--- src/design/sle_pkg.sv ---
// Package of shared types, codes and constants for the sorted list engine.
`default_nettype none
package sle_pkg;

    localparam int CAPACITY_DEFAULT = 16;

    localparam logic [1:0] OP_INSERT = 2'd0;
    localparam logic [1:0] OP_DELETE = 2'd1;
    localparam logic [1:0] OP_SEARCH = 2'd2;

    localparam logic [1:0] ST_OK     = 2'd0;
    localparam logic [1:0] ST_EMPTY  = 2'd1;
    localparam logic [1:0] ST_ABSENT = 2'd2;
    localparam logic [1:0] ST_FULL   = 2'd3;

    typedef struct packed {
        logic do_ins;
        logic do_del;
    } t_cell_cmd;

endpackage
`default_nettype wire

--- src/design/sle_cell.sv ---
// One storage cell of the sorted chain: holds an entry and shifts with its neighbours.
`default_nettype none
module sle_cell (
    input  wire logic               i_clk,
    input  wire sle_pkg::t_cell_cmd i_cmd,
    input  wire logic signed [31:0] i_key,
    input  wire logic               i_used,
    input  wire logic               i_prev_ins,
    input  wire logic signed [31:0] i_prev_val,
    input  wire logic signed [31:0] i_next_val,
    output logic signed [31:0]      o_val,
    output logic                    o_ins,
    output logic                    o_eq,
    output logic                    o_ge
);

    logic signed [31:0] r_val;
    logic signed [31:0] n_val;

    assign o_val = r_val;
    assign o_ins = !i_used || (i_key < r_val);
    assign o_eq  = i_used && (r_val == i_key);
    assign o_ge  = i_used && (r_val >= i_key);

    always_comb begin
        n_val = r_val;
        if (i_cmd.do_ins && o_ins) begin
            n_val = i_prev_ins ? i_prev_val : i_key;
        end else if (i_cmd.do_del && o_ge) begin
            n_val = i_next_val;
        end
    end

    always_ff @(posedge i_clk) begin
        r_val <= n_val;
    end

endmodule
`default_nettype wire

--- src/design/sorted_list_engine.sv ---
// Top level of the sorted list engine: a chain of cells with count and result register.
// The registered result beat appears in the cycle after the input beat is accepted.
// Throughput: one item per cycle while no result beat is held back, as every cell
// compares the key in parallel and shifts its entry to a neighbour in the same cycle.
// Reset clears the entry count and the result valid flag; cell contents are not
// reset and no clearing pass is needed.
`default_nettype none
module sorted_list_engine #(
    parameter int CAPACITY = sle_pkg::CAPACITY_DEFAULT
) (
    input  wire logic               i_clk,
    input  wire logic               i_rst_n,
    input  wire logic               i_in_valid,
    output logic                    o_in_ready,
    input  wire logic [1:0]         i_op,
    input  wire logic signed [31:0] i_value,
    output logic                    o_out_valid,
    input  wire logic               i_out_ready,
    output logic [1:0]              o_status,
    output logic [4:0]              o_position,
    output logic [4:0]              o_entry_count
);

    localparam int CW = $clog2(CAPACITY + 1);

    logic [CW-1:0]       r_count;
    logic [CW-1:0]       n_count;
    logic                r_out_valid;
    logic [1:0]          r_status;
    logic [1:0]          n_status;
    logic [4:0]          r_position;
    logic [4:0]          n_position;
    logic [4:0]          r_entry_count;
    logic [31:0]         count_wide;

    logic                accept;
    logic                full;
    logic                found;
    sle_pkg::t_cell_cmd  cmd;

    logic signed [31:0]  vals [CAPACITY];
    logic [CAPACITY-1:0] used;
    logic [CAPACITY-1:0] ins;
    logic [CAPACITY-1:0] eq;
    logic [CAPACITY-1:0] ge;
    logic [CAPACITY-1:0] first;
    logic [4:0]          pos_terms [CAPACITY];
    logic [4:0]          match_pos;

    assign o_in_ready = !r_out_valid || i_out_ready;
    assign accept     = i_in_valid && o_in_ready;
    assign full       = (32'(r_count) >= 32'(CAPACITY));
    assign found      = |first;

    assign cmd.do_ins = accept && (i_op == sle_pkg::OP_INSERT) && !full;
    assign cmd.do_del = accept && (i_op == sle_pkg::OP_DELETE) && found;

    for (genvar g = 0; g < CAPACITY; g++) begin : g_cell
        assign used[g] = (32'(g) < 32'(r_count));

        if (g == 0) begin : g_head
            assign first[g] = eq[g];
        end else begin : g_body
            assign first[g] = eq[g] && !eq[g-1];
        end

        assign pos_terms[g] = first[g] ? 5'(g + 1) : 5'd0;

        sle_cell u_cell (
            .i_clk      (i_clk),
            .i_cmd      (cmd),
            .i_key      (i_value),
            .i_used     (used[g]),
            .i_prev_ins ((g == 0) ? 1'b0 : ins[(g == 0) ? 0 : g - 1]),
            .i_prev_val (vals[(g == 0) ? 0 : g - 1]),
            .i_next_val (vals[(g == CAPACITY - 1) ? g : g + 1]),
            .o_val      (vals[g]),
            .o_ins      (ins[g]),
            .o_eq       (eq[g]),
            .o_ge       (ge[g])
        );
    end

    always_comb begin
        match_pos = 5'd0;
        for (int k = 0; k < CAPACITY; k++) begin
            match_pos = match_pos | pos_terms[k];
        end
    end

    always_comb begin
        n_count    = r_count;
        n_status   = sle_pkg::ST_OK;
        n_position = 5'd0;
        unique case (i_op)
            sle_pkg::OP_INSERT: begin
                if (full) begin
                    n_status = sle_pkg::ST_FULL;
                end else begin
                    n_count = r_count + CW'(1);
                end
            end
            sle_pkg::OP_DELETE: begin
                if (r_count == '0) begin
                    n_status = sle_pkg::ST_EMPTY;
                end else if (!found) begin
                    n_status = sle_pkg::ST_ABSENT;
                end else begin
                    n_count = r_count - CW'(1);
                end
            end
            sle_pkg::OP_SEARCH: begin
                if (!found) begin
                    n_status = sle_pkg::ST_ABSENT;
                end else begin
                    n_position = match_pos;
                end
            end
            default: begin
                n_status = sle_pkg::ST_OK;
            end
        endcase
    end

    assign count_wide = 32'(n_count);

    always_ff @(posedge i_clk) begin
        if (!i_rst_n) begin
            r_count     <= '0;
            r_out_valid <= 1'b0;
        end else begin
            if (accept) begin
                r_count     <= n_count;
                r_out_valid <= 1'b1;
            end else if (i_out_ready) begin
                r_out_valid <= 1'b0;
            end
        end
    end

    always_ff @(posedge i_clk) begin
        if (accept) begin
            r_status      <= n_status;
            r_position    <= n_position;
            r_entry_count <= count_wide[4:0];
        end
    end

    assign o_out_valid   = r_out_valid;
    assign o_status      = r_status;
    assign o_position    = r_position;
    assign o_entry_count = r_entry_count;

    a_count_bound: assert property (@(posedge i_clk) disable iff (!i_rst_n)
        32'(r_count) <= 32'(CAPACITY))
        else $error("entry count exceeds capacity");

    a_first_unique: assert property (@(posedge i_clk) disable iff (!i_rst_n)
        $onehot0(first))
        else $error("more than one first match in the chain");

    a_insert_grows: assert property (@(posedge i_clk) disable iff (!i_rst_n)
        cmd.do_ins |=> (32'(r_count) == 32'($past(r_count)) + 32'd1))
        else $error("insert did not grow the list");

    a_empty_delete: assert property (@(posedge i_clk) disable iff (!i_rst_n)
        (accept && (i_op == sle_pkg::OP_DELETE) && (r_count == '0))
        |=> (o_status == sle_pkg::ST_EMPTY))
        else $error("delete on empty list not flagged");

    a_no_dual_cmd: assert property (@(posedge i_clk) disable iff (!i_rst_n)
        !(cmd.do_ins && cmd.do_del))
        else $error("insert and delete shift at once");

    a_first_in_ge: assert property (@(posedge i_clk) disable iff (!i_rst_n)
        (first & ~ge) == '0)
        else $error("first match lies outside the shifting part of the chain");

endmodule
`default_nettype wire

--- config.mk ---
export PLATFORM = sky130hd
export DESIGN_NAME = sorted_list_engine
export DESIGN_NICKNAME = d
export VERILOG_FILES = /design/src/design/sle_pkg.sv /design/src/design/sle_cell.sv /design/src/design/sorted_list_engine.sv
export SDC_FILE = /design/constraint.sdc
export NUM_CORES = 2
export LEC_CHECK = 0
export ABC_AREA = 1
export ABC_CLOCK_PERIOD_IN_PS = 4850
export CAP_MARGIN = 20
export CORE_UTILIZATION = 36
export DETAILED_ROUTE_END_ITERATION = 16
export DONT_BUFFER_PORTS = 1
export SYNTH_ARGS = -nofsm -noshare
export SYNTH_HDL_FRONTEND = slang
export SYNTH_SLANG_ARGS = --single-unit
--- constraint.sdc ---
create_clock -name i_clk -period 4.85 [get_ports i_clk]
set_input_delay 0.485 -clock i_clk [delete_from_list [all_inputs] [get_ports i_clk]]
set_output_delay 0.485 -clock i_clk [all_outputs]
set_load 0.005 [all_outputs]
== Word-level counts from Yosys, hierarchy flattened ==
Index checks and enable logic that the tools add are counted.

* Add/subtract/negate cells: 2
* Equality and inequality tests: 18
* Bitwise gates (word level): 15
* Muxes and demuxes: 71
* $lt $le $gt $ge: 48
* Reductions and logical operators: 152

{| class="wikitable"
|+ Operator list
! kind !! count
|-
| $mux W32 || 45
|-
| $eq A32 B32 Y1 || 16
|-
| $lt A32 B32 Y1 || 16
|-
| $ge A32 B32 Y1 || 15
|-
| $logic_and A1 B1 Y1 || 82
|-
| $lt A4 B5 Y1 const A || 8
|-
| $logic_not A1 Y1 || 33
|-
| $mux W4 || 8
|-
| $reduce_bool A2 Y1 || 16
|-
| $or A4 B4 Y4 || 7
|-
| $lt A3 B5 Y1 const A || 4
|-
| $mux W5 || 4
|-
| $logic_or A1 B1 Y1 || 17
|-
| $reduce_or A16 Y1 || 1
|-
| $mux W3 || 4
|-
| $lt A1 B5 Y1 const A || 2
|-
| $lt A2 B5 Y1 const A || 2
|-
| $mux W2 || 5
|-
| $pmux W5 S2 || 1
|-
| $or A3 B3 Y3 || 3
|-
| $pmux W2 S3 || 1
|-
| $add A5 B1 Y5 const B || 1
|-
| $ge A5 B5 Y1 const B || 1
|-
| $logic_not A5 Y1 || 1
|-
| 11 further kinds || 13
|}

* Output and inout bits: 14
* Register bits after elaboration: 530
* Input port bits: 38

== Longest topological paths before layout ==
* Word-level depth: 20
* Depth in mapped cells: 22
* Gate-level depth less buffers: 20

== Cells and area by module ==
A second synthesis with hierarchy kept.

* Cells, all modules: 6034
* Area, all modules: 45219.6 um^2

{| class="wikitable"
|+ Modules (own cells, without submodules)
! module !! area an instance (um^2) !! instances !! cells each
|-
| sle_cell || 2741.4 || 16 || 365
|-
| sorted_list_engine || 1357.6 || 1 || 194
|}

== Least setup slack after synthesis ==
OpenSTA, ideal clock, no wires.

* Path type: input port to flip-flop
* From: in i_value[0]
* To: reg g_cell[7].u_cell.r_val[0], enable pin
* Library setup time: 478 ps
* Setup slack: 1090 ps
* Cell stages on the path: 15
* Data arrival time: 3282 ps
* Cells stage by stage: inv_1 > clkbuf_1 > ha_1 > nor2_1 > o21bai_1 > a21boi_1 > nor3_1 > o21ai_1 > nand2_1 > a21o_1 > buf_2 > nand3_2 > nand2_1 > clkbuf_1 > nand2_1

* Cells in the longest elaborated chain, start to end: 8

{| class="wikitable"
|+ RTL lines
! element !! line !! text
|-
| from (decl) || sorted_list_engine.sv:16 || <nowiki>input wire logic signed [31:0] i_value,</nowiki>
|-
| branches (longest 7 deep; another with $ge A32 B32 Y1) || n/a ||
|-
| $reduce_bool A2 Y1 (no source line) * || n/a ||
|-
| to (signal assigned) || sle_cell.sv:35 || <nowiki>r_val <= n_val;</nowiki>
|-
| to (decl) || sle_cell.sv:17 || <nowiki>logic signed [31:0] r_val;</nowiki>
|}

Every way passes the cells marked *.
A chain may end at the register's enable or synchronous reset.

== Final worst setup path ==
* From: reg g_cell[14].u_cell.r_val[31]
* To: reg g_cell[3].u_cell.r_val[30], enable pin

* Cells in the longest elaborated chain, start to end: 8

{| class="wikitable"
|+ RTL lines
! element !! line !! text
|-
| from (decl) || sle_cell.sv:17 ||
|-
| from (signal assigned) || sle_cell.sv:35 ||
|-
| $eq A32 B32 Y1 * || sle_cell.sv:22 || <nowiki>assign o_eq = i_used && (r_val == i_key);</nowiki>
|-
| $logic_and A1 B1 Y1 * || sle_cell.sv:22 ||
|-
| $logic_not A1 Y1 || sorted_list_engine.sv:64 || <nowiki>assign first[g] = eq[g] && !eq[g-1];</nowiki>
|-
| $logic_and A1 B1 Y1 || sorted_list_engine.sv:64 ||
|-
| $reduce_or A16 Y1 * || sorted_list_engine.sv:53 || <nowiki>assign found = |first;</nowiki>
|-
| $logic_and A1 B1 Y1 * || sorted_list_engine.sv:56 || <nowiki>assign cmd.do_del = accept && (i_op == sle_pkg::OP_DELETE) && found;</nowiki>
|-
| $logic_and A1 B1 Y1 * || sle_cell.sv:29 || <nowiki>end else if (i_cmd.do_del && o_ge) begin</nowiki>
|-
| $reduce_bool A2 Y1 (no source line) * || n/a ||
|-
| to (signal assigned) || sle_cell.sv:35 ||
|-
| to (decl) || sle_cell.sv:17 ||
|}

Mark *: on every way between the ends. The rest lies on a longest branch, timed or not.

==> impl_metrics.py <==
metrics = {
    "outcome": {
        "status": "completed",
    },
    "route": {
        "detail_route.drc_violations": 0,
        "drt_pass1_iterations": 5,
        "first_iter_violations": 2861,
        "top_layer_used": "met4",
        "route.final.wire_length_um": 123400,
        "met3RoutedLength_um": 7300,
        "m1_wl_um": 55880,
        "drtAntennaViolNets": 0,
        "vias": 35550,
        "wl_cell_um": 17.92,
        "met2_length_um": 56440,
        "mean_number_of_vias_per_cell": 5.163,
    },
    "timing": {
        "max_freq_mhz": 258.4,
        "finalMaxSlewViolations": 0,
        "worst_pin_slew_ns": 1.070,
        "timing.final.hold_violations": 0,
        "slew-limit-headroom_pct": 28.57,
        "rsz0062_at_grt": "no",
        "setup_viol": 0,
        "fin_crit_sh_pct": 79.80,
        "clock-skew-final_ns": 0.03149,
        "finalWorstSetupSlack_ns": 0.9797,
        "post-route-min-period_ns": 3.870,
        "final.setup.tns_ns": 0,
    },
    "cells_and_area": {
        "mostFrequentLayoutCells": "1,833 x sky130_fd_sc_hd__nand2_1, 586 x sky130_fd_sc_hd__o21ai_0, 572 x sky130_fd_sc_hd__inv_1",
        "diodes": 0,
        "nFillCells": 11680,
        "layout_commonest_cell": "sky130_fd_sc_hd__nand2_1",
        "nets": 5886,
        "drive_above_1_share_pct": 4.791,
        "syn2layout_area_growth_pct": 8.750,
    },
    "synth": {
        "synthesis.area_um2": 41060,
        "netlist.top_cell.by_area": "sky130_fd_sc_hd__edfxtp_1",
        "async_set_or_reset_flop_fraction_in_the_synthesized_netlist_pct": 0,
        "syn-num-nets": 5969,
        "post_synth_inst_count": 5415,
        "synth_ff_type": "sky130_fd_sc_hd__edfxtp_1",
        "register_area_share_after_synthesis_pct": 38.62,
        "synthTopCellsByArea": "sky130_fd_sc_hd__edfxtp_1 38%, sky130_fd_sc_hd__nand2_1 17%, sky130_fd_sc_hd__ha_1 16%",
        "postSynthAreaPerCell_um2": 7.582,
        "synthesis.yosys.warnings": 0,
        "yosys_register_bits": 530,
        "synth_edf_count": 524,
        "netlist.area_leader.share_pct": 38.33,
        "synthDistinctLibCells": 47,
    },
    "floorplan": {
        "die_h_um": 339.7,
        "floorplan.rows": 123,
        "floorplan.initialDensity_pct": 36.39,
        "die-area_um2": 115400,
        "die-width_um": 339.7,
        "core_um2": 112800,
        "io-pin-count": 52,
    },
    "place": {
        "post-place-ws_ns": 0.9857,
        "detailed_placer_s_ending_hpwl_um": 97240,
        "number_of_i_o_port_buffers": 0,
        "finalWeightedCongestion": 0.9503,
    },
    "pwr": {
        "leakagePower_uw": 0.02070,
        "seqPwrFrac_pct": 43.5,
        "pwr-share-comb_pct": 17.8,
        "power.internal_uw": 8553,
        "power.switching_fraction_pct": 30.01,
        "ir_worst_vdd_mv": 0.2046,
        "total_switching_power_uw": 3668,
        "share_clk_of_total_power_pct": 38.8,
        "cellPowerDensity_nw_per_um2": 273.7,
    },
    "setup_path": {
        "timing.critical_path.slowest_stage_cell": "sky130_fd_sc_hd__and3_1",
        "critical-path-top-cell-by-count": "sky130_fd_sc_hd__nand2_1",
        "critical-path-max-stage-delay_ns": 0.49,
        "arrival_ns": 4.13,
        "worstPathRequired_ns": 5.11,
        "timing.critical_path.cells": "ha_1 -> nand2_1 -> nor2_1 -> nand2_1 -> nor2_1 -> nand3_1 -> inv_1 -> nand2_1 -> nand2_1 -> inv_1 -> nand2_1 -> nor2_2 -> nand2_2 -> and3_1 -> o211ai_1 -> nand2_1 -> buf_4",
        "setup.worst_path.start": "g_cell[14].u_cell.o_val[31]$_DFFE_PP_",
        "startpoint_type": "register",
        "crit_path_end_kind": "register",
        "setup.worst_path.class": "reg2reg",
        "worst-path-max-fanout": 32,
        "worst_r2r_startpoint": "g_cell[14].u_cell.o_val[31]$_DFFE_PP_",
    },
    "grt": {
        "grt_pass1_vias": 34250,
        "grt_remaining_overflow": 0,
        "grt_pass1_wl_um": 192900,
        "grt_antenna_before_repair": 1,
        "pin_count_of_the_biggest_net_entering_global_routing": 65,
        "grt_util_overall_pct": 20.91,
    },
    "clock_tree": {
        "htreeDepth": 3,
        "ctsLongestPathBuffers": 3,
        "postCtsSetupRepairBufs": 0,
        "cts-buffers-inserted": 66,
        "root_buffer": "sky130_fd_sc_hd__clkbuf_16",
        "ctsHoldBuffers": 0,
        "worst_setup_hold_path_clk_slew_ns": 0.06,
        "worst_skew_pair_later_pin_latency_ns": 0.64,
        "postCtsResizedCells": 0,
        "tritoncts_num_sinks": 530,
        "tritoncts": "yes",
    },
    "min_path": {
        "hp-class": "in2reg",
        "hold_path_startpoint": "i_value[0]",
    },
    "run": {
        "maxCapViolCount": 0,
    },
}
[sequential cells by signal, indices dropped and copies added, names as in the netlist]
name	cells
g_cell.u_cell.o_val	512
r_count	5
o_status	2
o_position	5
o_entry_count	5
o_out_valid	1
[power by group through the flow]
stage	Clock, uW	Combinational, uW	Sequential (uW)
2_1_floorplan	0	1570	5380
3_3_place_gp	0	2110	5400
3_5_place_dp	0	2150	5410
4_1_cts	4840	2160	5310
5_1_grt	4980	2470	5330
6_report	4740	2170	5310
[cell type report]
cell class              instances  area, um2  area share, %
repair buffers                 99      763.2          1.709
inverters                     596       2237          5.011
clock inverters                36      251.5         0.5633
clock buffers                  85       1743          3.904
flip-flops and latches        530      15860          35.51
multi-input cells            4039      21920          49.10
well taps                    1500       1877          4.204
[cell usage after synthesis (2+ instances only)]
cell / n
sky130_fd_sc_hd__a211oi_1: 18
sky130_fd_sc_hd__a21o_1: 6
sky130_fd_sc_hd__a21oi_1: 262
sky130_fd_sc_hd__a21oi_2: 3
sky130_fd_sc_hd__a31oi_1: 5
sky130_fd_sc_hd__and2_1: 3
sky130_fd_sc_hd__buf_1: 4
sky130_fd_sc_hd__buf_2: 82
sky130_fd_sc_hd__buf_4: 9
sky130_fd_sc_hd__buf_6: 3
sky130_fd_sc_hd__clkbuf_1: 152
sky130_fd_sc_hd__clkinv_1: 3
sky130_fd_sc_hd__dfxtp_1: 6
sky130_fd_sc_hd__edfxtp_1: 524
sky130_fd_sc_hd__ha_1: 516
sky130_fd_sc_hd__inv_1: 572
sky130_fd_sc_hd__inv_2: 21
sky130_fd_sc_hd__nand2_1: 1835
sky130_fd_sc_hd__nand2_2: 8
sky130_fd_sc_hd__nand3_1: 262
sky130_fd_sc_hd__nand3_2: 2
sky130_fd_sc_hd__nand3b_1: 3
sky130_fd_sc_hd__nand4_1: 89
sky130_fd_sc_hd__nor2_1: 278
sky130_fd_sc_hd__nor2_2: 7
sky130_fd_sc_hd__nor2_4: 2
sky130_fd_sc_hd__nor3_1: 6
sky130_fd_sc_hd__nor3b_1: 4
sky130_fd_sc_hd__nor4_1: 9
sky130_fd_sc_hd__o211ai_1: 20
sky130_fd_sc_hd__o21a_1: 5
sky130_fd_sc_hd__o21ai_0: 586
sky130_fd_sc_hd__o21ai_1: 82
sky130_fd_sc_hd__o21ai_2: 4
sky130_fd_sc_hd__o21bai_1: 6
sky130_fd_sc_hd__or2_2: 6
sky130_fd_sc_hd__xnor2_1: 2
[kinds of logic after synthesis]
| group | Yosys count | synth area share [%] |
|---|---|---|
| AOI/OAI and AO/OA | 1001 | 12.66 |
| xor gates and xnor gates | 3 | 0.08230 |
| buffers and inverters | 846 | 8.122 |
| and+or+nand+nor | 2519 | 24.80 |
| adders and majority gates | 516 | 15.73 |
| DFF | 530 | 38.62 |
[layer usage]
layer,GRT usage (%),vias to the layer above
li1,-,17930
met1,28.45,16400
met2,34.40,1046
met3,2.375,183
met4,6.963,0
met5,0,-
[worst max-delay path, delay by kind of cell, from the launching register on]
kind	cells	cell delay, ns
buffers and inverters	3	0.60
flip-flops	1	0.41
AND/OR/NAND/NOR	12	1.99
adder cells (fa/ha/maj)	1	0.36
AO/OA/AOI/OAI	1	0.15
[path summary, 6_finish.rpt]
kind | cells after the start | to | slack, ns
hold / removal | 2 | g_cell[15].u_cell.o_val[0]$_DFFE_PP_ | 0.1
setup / recovery | 17 | g_cell[3].u_cell.o_val[30]$_DFFE_PP_ | 0.98
setup reg to reg | 17 | g_cell[3].u_cell.o_val[30]$_DFFE_PP_ | 0.98
hold reg to reg | 2 | g_cell[1].u_cell.o_val[30]$_DFFE_PP_ | 0.54
[per-stage QoR]
| step | utilization (%) | hold WS (ns) | cell area [um2] | total power [uW] | instances |
|---|---|---|---|---|---|
| floorplan | - | 0.5197 | 41060 | 6950 | 5415 |
| global placement | 37.79 | 0.5283 | 42630 | 7512 | 6763 |
| detailed placement | 37.79 | 0.5333 | 42630 | 7558 | 6763 |
| CTS | 39.55 | 0.07186 | 44620 | 12320 | 6884 |
| global route | 39.58 | 0.08500 | 44650 | 12780 | 6885 |
| finish | 39.58 | 0.09547 | 44650 | 12220 | 6885 |
No activity file was read; power rests on OpenSTA's default activity.
